[src/btrs_pkg.sv]
// ----------------------------------------------------------------------------
// btrs_pkg
// Shared types and constants of the block transfer receiver session unit.
// ----------------------------------------------------------------------------
package btrs_pkg;

  localparam logic [15:0] MaxBlockBytes = 16'd1024;

  localparam logic [7:0] MaxTimeoutsReset  = 8'd5;
  localparam logic [7:0] MaxBadPktsReset   = 8'd20;
  localparam logic [7:0] MaxForeignReset   = 8'd5;

  typedef enum logic [1:0] {
    CFG_MAX_TIMEOUTS = 2'd0,
    CFG_MAX_BAD      = 2'd1,
    CFG_MAX_FOREIGN  = 2'd2
  } cfg_idx_t;

  typedef enum logic [1:0] {
    MODE_START    = 2'd0,
    MODE_PACKET   = 2'd1,
    MODE_TIMEOUT  = 2'd2,
    MODE_RECV_ERR = 2'd3
  } mode_t;

  typedef enum logic [1:0] {
    STORE_OK        = 2'd0,
    STORE_WRITE_ERR = 2'd1
  } store_t;

  typedef enum logic [2:0] {
    ACT_NONE     = 3'd0,
    ACT_READ_REQ = 3'd1,
    ACT_ACK      = 3'd2,
    ACT_FINISHED = 3'd3,
    ACT_ABORT    = 3'd4,
    ACT_FAILED   = 3'd5
  } action_t;

  typedef enum logic [1:0] {
    ACK_READ_NEXT = 2'd0,
    ACK_WRITE_ERR = 2'd1,
    ACK_UNDEFINED = 2'd2
  } ack_code_t;

  typedef enum logic [2:0] {
    ERR_NONE          = 3'd0,
    ERR_OPEN_FAILED   = 3'd1,
    ERR_REMOTE_NACK   = 3'd2,
    ERR_FOREIGN       = 3'd3,
    ERR_BAD_PACKETS   = 3'd4,
    ERR_TIMEOUT_LIMIT = 3'd5
  } err_code_t;

endpackage

[src/block_transfer_receiver_session_unit.sv]
// ----------------------------------------------------------------------------
// block_transfer_receiver_session_unit
// Receiver session control of a stop-and-wait block file transfer.
// ----------------------------------------------------------------------------
// Path: an accepted transfer waits in the input register and moves to the
//   result register once that register is empty or its result is taken.
// Throughput: one transfer per cycle while no result is stalled; state is
//   updated as each item leaves the input register, so the next item sees it.
// Reset: synchronous, active low; clears session state, counters, valid flags
//   and sets the limit registers to 5, 20 and 5.
module block_transfer_receiver_session_unit (
  input  logic        clk,
  input  logic        rst_n,
  input  logic        cfg_we,
  input  logic [1:0]  cfg_index,
  input  logic [7:0]  cfg_data,
  input  logic        in_valid,
  output logic        in_stall,
  input  logic [1:0]  in_mode,
  input  logic        in_user_abort,
  input  logic [1:0]  in_store_result,
  input  logic        in_is_data_command,
  input  logic        in_packet_check_ok,
  input  logic [15:0] in_packet_session,
  input  logic        in_packet_is_nack,
  input  logic [31:0] in_packet_block,
  input  logic [31:0] in_packet_total_size,
  input  logic [10:0] in_packet_data_length,
  output logic        out_valid,
  input  logic        out_stall,
  output logic [2:0]  out_action,
  output logic [1:0]  out_ack_code,
  output logic [15:0] out_ack_session,
  output logic [31:0] out_ack_block,
  output logic [2:0]  out_error_code,
  output logic [31:0] out_remote_error
);

  logic [7:0] max_timeouts_r, max_bad_r, max_foreign_r;

  logic        s1_valid_r;
  logic [1:0]  mode_r;
  logic        abort_r;
  logic [1:0]  store_r;
  logic        is_data_r;
  logic        check_ok_r;
  logic [15:0] psess_r;
  logic        is_nack_r;
  logic [31:0] pblock_r;
  logic [31:0] ptotal_r;
  logic [10:0] plen_r;

  logic               active_r, active_nxt;
  logic [15:0]        session_id_r, session_id_nxt;
  logic [31:0]        last_block_r, last_block_nxt;
  logic signed [32:0] bytes_left_r, bytes_left_nxt;
  logic [7:0]         timeout_cnt_r, timeout_cnt_nxt;
  logic [7:0]         bad_cnt_r, bad_cnt_nxt;
  logic [7:0]         foreign_cnt_r, foreign_cnt_nxt;

  btrs_pkg::action_t   act;
  btrs_pkg::ack_code_t ack;
  btrs_pkg::err_code_t err;
  logic [31:0]         remote;

  logic               advance, fire;
  logic signed [32:0] bytes_base, bytes_sub;
  logic               oversize;

  logic        out_valid_r;
  logic [2:0]  action_r;
  logic [1:0]  ack_code_r;
  logic [15:0] ack_session_r;
  logic [31:0] ack_block_r;
  logic [2:0]  error_code_r;
  logic [31:0] remote_error_r;

  assign advance  = !out_valid_r || !out_stall;
  assign fire     = s1_valid_r && advance;
  assign in_stall = s1_valid_r && !advance;

  // configuration registers
  always_ff @(posedge clk) begin
    if (!rst_n) begin
      max_timeouts_r <= btrs_pkg::MaxTimeoutsReset;
      max_bad_r      <= btrs_pkg::MaxBadPktsReset;
      max_foreign_r  <= btrs_pkg::MaxForeignReset;
    end else if (cfg_we) begin
      unique case (cfg_index)
        btrs_pkg::CFG_MAX_TIMEOUTS: max_timeouts_r <= cfg_data;
        btrs_pkg::CFG_MAX_BAD:      max_bad_r      <= cfg_data;
        btrs_pkg::CFG_MAX_FOREIGN:  max_foreign_r  <= cfg_data;
        default: ;
      endcase
    end
  end

  // input register
  always_ff @(posedge clk) begin
    if (!rst_n) begin
      s1_valid_r <= 1'b0;
    end else if (!in_stall) begin
      s1_valid_r <= in_valid;
    end
  end

  always_ff @(posedge clk) begin
    if (in_valid && !in_stall) begin
      mode_r     <= in_mode;
      abort_r    <= in_user_abort;
      store_r    <= in_store_result;
      is_data_r  <= in_is_data_command;
      check_ok_r <= in_packet_check_ok;
      psess_r    <= in_packet_session;
      is_nack_r  <= in_packet_is_nack;
      pblock_r   <= in_packet_block;
      ptotal_r   <= in_packet_total_size;
      plen_r     <= in_packet_data_length;
    end
  end

  assign oversize   = {5'd0, plen_r} > btrs_pkg::MaxBlockBytes;
  assign bytes_base = (pblock_r == 32'd1) ? $signed({1'b0, ptotal_r}) : bytes_left_r;
  assign bytes_sub  = bytes_base - $signed({22'd0, plen_r});

  // session logic
  always_comb begin
    active_nxt      = active_r;
    session_id_nxt  = session_id_r;
    last_block_nxt  = last_block_r;
    bytes_left_nxt  = bytes_left_r;
    timeout_cnt_nxt = timeout_cnt_r;
    bad_cnt_nxt     = bad_cnt_r;
    foreign_cnt_nxt = foreign_cnt_r;
    act    = btrs_pkg::ACT_NONE;
    ack    = btrs_pkg::ACK_READ_NEXT;
    err    = btrs_pkg::ERR_NONE;
    remote = 32'd0;

    if (mode_r == btrs_pkg::MODE_START) begin
      active_nxt = 1'b0;
      if (store_r != btrs_pkg::STORE_OK) begin
        act = btrs_pkg::ACT_FAILED;
        err = btrs_pkg::ERR_OPEN_FAILED;
      end else begin
        session_id_nxt  = session_id_r + 16'd1;
        timeout_cnt_nxt = 8'd0;
        bad_cnt_nxt     = 8'd0;
        foreign_cnt_nxt = 8'd0;
        last_block_nxt  = 32'd0;
        bytes_left_nxt  = 33'sd0;
        active_nxt      = 1'b1;
        act             = btrs_pkg::ACT_READ_REQ;
      end
    end else if (!active_r) begin
      act = btrs_pkg::ACT_NONE;
    end else if (abort_r) begin
      active_nxt = 1'b0;
      act        = btrs_pkg::ACT_ABORT;
    end else if (mode_r == btrs_pkg::MODE_TIMEOUT) begin
      if (timeout_cnt_r >= max_timeouts_r) begin
        active_nxt = 1'b0;
        act        = btrs_pkg::ACT_FAILED;
        err        = btrs_pkg::ERR_TIMEOUT_LIMIT;
      end else begin
        timeout_cnt_nxt = timeout_cnt_r + 8'd1;
        act             = btrs_pkg::ACT_ACK;
      end
    end else if (mode_r == btrs_pkg::MODE_PACKET) begin
      timeout_cnt_nxt = 8'd0;
      if (!is_data_r) begin
        act = btrs_pkg::ACT_NONE;
      end else if (!check_ok_r || oversize) begin
        if (bad_cnt_r >= max_bad_r) begin
          active_nxt = 1'b0;
          act        = btrs_pkg::ACT_FAILED;
          err        = btrs_pkg::ERR_BAD_PACKETS;
        end else begin
          bad_cnt_nxt = bad_cnt_r + 8'd1;
          act         = btrs_pkg::ACT_ACK;
        end
      end else begin
        bad_cnt_nxt = 8'd0;
        if (psess_r != session_id_r) begin
          if (foreign_cnt_r >= max_foreign_r) begin
            active_nxt = 1'b0;
            act        = btrs_pkg::ACT_FAILED;
            err        = btrs_pkg::ERR_FOREIGN;
          end else begin
            foreign_cnt_nxt = foreign_cnt_r + 8'd1;
          end
        end else if (is_nack_r) begin
          active_nxt = 1'b0;
          act        = btrs_pkg::ACT_FAILED;
          err        = btrs_pkg::ERR_REMOTE_NACK;
          remote     = ptotal_r;
        end else if (pblock_r == last_block_r) begin
          act = btrs_pkg::ACT_ACK;
        end else if (pblock_r == last_block_r + 32'd1) begin
          last_block_nxt = pblock_r;
          bytes_left_nxt = bytes_base;
          if (store_r == btrs_pkg::STORE_OK) begin
            bytes_left_nxt = bytes_sub;
            if (bytes_sub[32] || bytes_sub == 33'sd0) begin
              active_nxt = 1'b0;
              act        = btrs_pkg::ACT_FINISHED;
            end else begin
              act = btrs_pkg::ACT_ACK;
            end
          end else begin
            act = btrs_pkg::ACT_ACK;
            ack = (store_r == btrs_pkg::STORE_WRITE_ERR) ? btrs_pkg::ACK_WRITE_ERR
                                                         : btrs_pkg::ACK_UNDEFINED;
          end
        end
      end
    end
  end

  // session state
  always_ff @(posedge clk) begin
    if (!rst_n) begin
      active_r      <= 1'b0;
      session_id_r  <= 16'd0;
      last_block_r  <= 32'd0;
      bytes_left_r  <= 33'sd0;
      timeout_cnt_r <= 8'd0;
      bad_cnt_r     <= 8'd0;
      foreign_cnt_r <= 8'd0;
    end else if (fire) begin
      active_r      <= active_nxt;
      session_id_r  <= session_id_nxt;
      last_block_r  <= last_block_nxt;
      bytes_left_r  <= bytes_left_nxt;
      timeout_cnt_r <= timeout_cnt_nxt;
      bad_cnt_r     <= bad_cnt_nxt;
      foreign_cnt_r <= foreign_cnt_nxt;
    end
  end

  // result register
  always_ff @(posedge clk) begin
    if (!rst_n) begin
      out_valid_r <= 1'b0;
    end else if (advance) begin
      out_valid_r <= s1_valid_r;
    end
  end

  always_ff @(posedge clk) begin
    if (fire) begin
      action_r       <= act;
      ack_code_r     <= ack;
      ack_session_r  <= session_id_nxt;
      ack_block_r    <= last_block_nxt;
      error_code_r   <= err;
      remote_error_r <= remote;
    end
  end

  assign out_valid        = out_valid_r;
  assign out_action       = action_r;
  assign out_ack_code     = ack_code_r;
  assign out_ack_session  = ack_session_r;
  assign out_ack_block    = ack_block_r;
  assign out_error_code   = error_code_r;
  assign out_remote_error = remote_error_r;

  a_stall_only_when_full: assert property (@(posedge clk) disable iff (!rst_n)
    in_stall |-> (out_valid && out_stall))
    else $error("input stalled while result register can drain");

  a_fail_has_code: assert property (@(posedge clk) disable iff (!rst_n)
    out_valid |->
      ((out_action == btrs_pkg::ACT_FAILED) == (out_error_code != btrs_pkg::ERR_NONE)))
    else $error("failure action and error code disagree");

  a_ack_code_only_on_ack: assert property (@(posedge clk) disable iff (!rst_n)
    (out_valid && out_ack_code != btrs_pkg::ACK_READ_NEXT) |->
      (out_action == btrs_pkg::ACT_ACK))
    else $error("ack code set without ack action");

  a_remote_only_on_nack: assert property (@(posedge clk) disable iff (!rst_n)
    (out_valid && out_remote_error != 32'd0) |->
      (out_error_code == btrs_pkg::ERR_REMOTE_NACK))
    else $error("remote error without remote nack");

  a_start_request_fresh: assert property (@(posedge clk) disable iff (!rst_n)
    (fire && act == btrs_pkg::ACT_READ_REQ) |=> (active_r && last_block_r == 32'd0))
    else $error("read request without fresh active session");

endmodule

[config.mk]
export PLATFORM = sky130hd
export DESIGN_NAME = block_transfer_receiver_session_unit
export DESIGN_NICKNAME = d
export VERILOG_FILES = /design/src/btrs_pkg.sv /design/src/block_transfer_receiver_session_unit.sv
export SDC_FILE = /design/constraint.sdc
export NUM_CORES = 1
export LEC_CHECK = 0
export BUFFER_PORTS_ARGS = -buffer_cell sky130_fd_sc_hd__buf_2
export CORE_AREA = 2 2 178 180
export CTS_CLUSTER_SIZE = 40
export DETAILED_ROUTE_END_ITERATION = 7
export DIE_AREA = 0 0 180 182
export PLACE_DENSITY = 0.75
export RECOVER_POWER = 25
export SETUP_SLACK_MARGIN = 0.4
export SYNTH_ARGS = -nofsm -noshare
export SYNTH_HDL_FRONTEND = slang
export SYNTH_SLANG_ARGS = --single-unit
[constraint.sdc]
create_clock -name clk -period 8 [get_ports clk]
set_clock_uncertainty 0.1 [all_clocks]
set_input_delay 1.2 -clock clk [delete_from_list [all_inputs] [get_ports clk]]
set_output_delay 1.2 -clock clk [all_outputs]
set_load 0.03 [all_outputs]
==> results.yml <==
sta:
  fin_crit_sh: 0.731
  slew_viol_final: 135
  max_freq_ghz: 0.171
  tns_ns: 0
  relSlewSlack: -0.790
  finalHoldViolCount: 0
  rsz0062_at_grt: "no"
  setup_viol: 0
  fin_ws_ns: 2.15
  worst_pin_slew_ns: 2.69
  finalCriticalPeriod_ns: 5.85
  hold_slack_ns: 0.385
detailed_routing:
  ant_nets: 0
  drc: 0
  wl_met1_mm: 18.1
  wirelength_mm: 42.9
  vias: 13700
  drtIter0Drc: 1278
  dr.pass1.iters: 6
  met2_length_mm: 20.1
  dr_wl_met3_mm: 3.35
  post_drt_wl_per_cell_um: 18.3
  highest_layer: "met4"
  via_per_inst: 5.84
logic_synthesis:
  synth_edf_count: 187
  synth_most_common_cell: "nand2_1"
  synthCells: 1759
  yosysSeqAreaShare: 0.495
  synth_top_cell_by_area: "edfxtp_1"
  synthDominantCellAreaShare: 0.337
  synth_area_per_cell_um2: 9.47
  synthTopCellsByArea: "edfxtp_1 (34%), dfxtp_1 (16%), nand2_1 (4.4%), xnor2_1 (4.0%), nor2_1 (3.9%)"
  yosys_warnings: 0
  async_reset_ff_frac: 0
  synth_area_mm2: 0.0167
  synth_commonest_cells: "nand2_1 (196), edfxtp_1 (187), nor2_1 (173), dfxtp_1 (132), nand3_1 (109)"
  synth-seq-cells: 319
  synth_top_flop_cell: "edfxtp_1"
  syn-num-nets: 1915
  yosysUniqueCellTypes: 71
worst_setup_path:
  ff2ff_setup_slack_ns: 2.15
  cp-end-kind: "flop"
  reg2regPathDepth: 18
  critical_path_arrival_ns: 6.02
  crit_family: "compound AO/OA/AOI/OAI gates"
  max_stage_delay_ns: 0.90
  crit_slowest_cell: "o32ai_1"
  start_kind: "flop"
  cp-startpoint: "pblock_r[13]$_DFFE_PP_"
  cp_cell_sequence: "nor4_1 > nand4_1 > nor2_4 > buf_4 > nand2_1 > nand2_1 > ha_1 > o211ai_1 > a21oi_1 > o31a_1 > a31oi_1 > o32ai_1 > or3_1 > nor4_1 > a31oi_1 > o21a_1 > o21ai_1 > o21a_1"
  crit_buf_inv: 1
  worstSetupPathType: "flop to flop"
  reg2reg_to: "out_action[0]$_SDFFCE_PP1P_"
  r2r-start: "pblock_r[13]$_DFFE_PP_"
  cp_max_fo: 66
  critical_path_required_ns: 8.17
die:
  core_mm2: 0.0310
  rows: 65
  pin_count: 204
  die_x_um: 180
  design.die.area_mm2: 0.0328
  die_y_um: 182
  start_util: 0.538
global_route:
  grt_remaining_overflow: 0
  grt_pass1_vias: 13000
  grt_pass1_wl_mm: 68.9
  antenna_found_initial: 0
  track_usage: 0.258
  grt_max_degree: 87
finish:
  syn_to_final_growth_pct: 14.1
  multi_input_area_mm2: 0.00773
  drive_gt1_frac: 0.142
  nFillCells: 2647
  final_util: 0.613
  nets: 2068
  num_antenna_cells: 0
  seq_area_mm2: 0.00826
placement:
  place_congestion: 0.945
  pre_cts_slack_ns: 2.29
  port_buffers: 203
  dp_hpwl_mm: 29.5
clock_network:
  postCtsSetupRepairBufs: 0
  cts_buffers: 36
  clockBufferDepth: 3
  cts_root_buf: "clkbuf_16"
  cts_tree: "built"
  htree_num_levels: 2
  clk_pin_slew_worst_paths_ns: 0.06
  post_cts_resized: 0
  ctsHoldBuffers: 0
  insertion_delay_ns: 0.53
  cts_sinks: 319
hold_path:
  hold_start: "s1_valid_r$_SDFFE_PN0N_"
  holdPathEnd: "out_valid$_SDFFE_PN0N_"
  min_path_type: "flop to flop"
  hold_depth: 2
outcome:
  run_status: "finished, violations left"
  failed_checks: "max-capacitance violations, max-slew violations"
run:
  cap_violations: 3
power:
  power.density_mw_per_mm2: 198
  max-vdd-ir-drop_uv: 154
  p_leak_nw: 7.12
stage by stage:
| step | power, mW | std cells | instance area [um2] |
|---|---|---|---|
| 6_report | 3.77 | 2342 | 19000 |
| 5_1_grt | 3.89 | 2342 | 19000 |
| 4_1_cts | 3.79 | 2342 | 19000 |
| 3_5_place_dp | 2.16 | 2276 | 17900 |
| 3_3_place_gp | 2.15 | 2276 | 17900 |
| 2_1_floorplan | 2.05 | 1759 | 16700 |
flip-flops by register name, summed over array words and instances (netlist names), 2 cells and up:
name              cells
bad_cnt_r             8
bytes_left_r         33
foreign_cnt_r         8
last_block_r         32
max_bad_r             8
max_foreign_r         8
max_timeouts_r        8
mode_r                2
out_ack_block        32
out_ack_code          2
out_ack_session      16
out_action            3
out_error_code        3
out_remote_error     32
pblock_r             32
plen_r               11
psess_r              16
ptotal_r             32
session_id_r         16
store_r               2
timeout_cnt_r         8
area by class of cell:
cell class                 count  share of cell area
tap                          402              0.0265
clock inverter                13             0.00704
clock buffer                  53              0.0552
sequential                   319               0.434
multi-input combinational   1276               0.407
inverter                      58              0.0116
timing repair buffer         221              0.0586
how the worst max path moves through the flow:
| stage | endpoint | slack [ns] | depth (start not counted) |
|---|---|---|---|
| floorplan | abort_r$_DFFE_PP_ | 1.44 | 2 |
| global placement | out_action[0]$_SDFFCE_PP1P_ | 2.54 | 18 |
| detailed placement | out_action[0]$_SDFFCE_PP1P_ | 2.29 | 18 |
| CTS | out_action[0]$_SDFFCE_PP1P_ | 2.26 | 18 |
| global route | out_action[0]$_SDFFCE_PP1P_ | 1.75 | 18 |
| finish | out_action[0]$_SDFFCE_PP1P_ | 2.15 | 18 |
cell usage in the layout, fill, tap and decap left out, types with 13 or more instances in the layout:
cell type	instances
nor3_1	26
nor4_1	31
nand2_1	196
buf_2	182
a21oi_1	100
o21ai_1	37
a31oi_1	22
xnor2_1	76
inv_1	56
ha_1	41
o211ai_1	14
mux2i_1	46
and3_1	28
nand4_1	40
and2_1	41
nand2b_1	19
edfxtp_1	187
xor2_1	66
o21ai_0	62
nor2_1	171
clkbuf_1	36
a21o_1	13
dfxtp_1	132
buf_4	15
nand3_1	109
clkbuf_16	39
worst reg2reg max path, cell delays in order, from the launching register on:
cell and delay (ns):
edfxtp_1 0.47, nor4_1 0.41, nand4_1 0.40, nor2_4 0.38
buf_4 0.65, nand2_1 0.20, nand2_1 0.11, ha_1 0.21
o211ai_1 0.11, a21oi_1 0.18, o31a_1 0.24, a31oi_1 0.16
o32ai_1 0.90, or3_1 0.34, nor4_1 0.07, a31oi_1 0.25
o21a_1 0.17, o21ai_1 0.08, o21a_1 0.18
layer usage:
metal,vias up,global-route usage
met4,0,0.0862
met2,584,0.425
met1,6419,0.349
met5,-,0
met3,93,0.0413
li1,6573,-
power by group:
part / total [mW] / switching, mW / internal (mW) / leakage [nW]
registers: 1.85 / 0.0454 / 1.80 / 2.82
logic: 0.280 / 0.186 / 0.0938 / 3.72
clock network: 1.64 / 0.660 / 0.980 / 0.576
logic make-up (layout without fill, tap and decap cells):
family,Yosys count,in the layout,synth area share
flip-flops,319,319,0.495
buffers and inverters,164,345,0.0423
AO/OA/AOI/OAI,314,314,0.112
adder cells (fa/ha/maj),42,42,0.0320
multiplexers,48,48,0.0290
XOR/XNOR,142,142,0.0746
AND/OR/NAND/NOR,730,730,0.214
(Power assumes the default switching activity.)
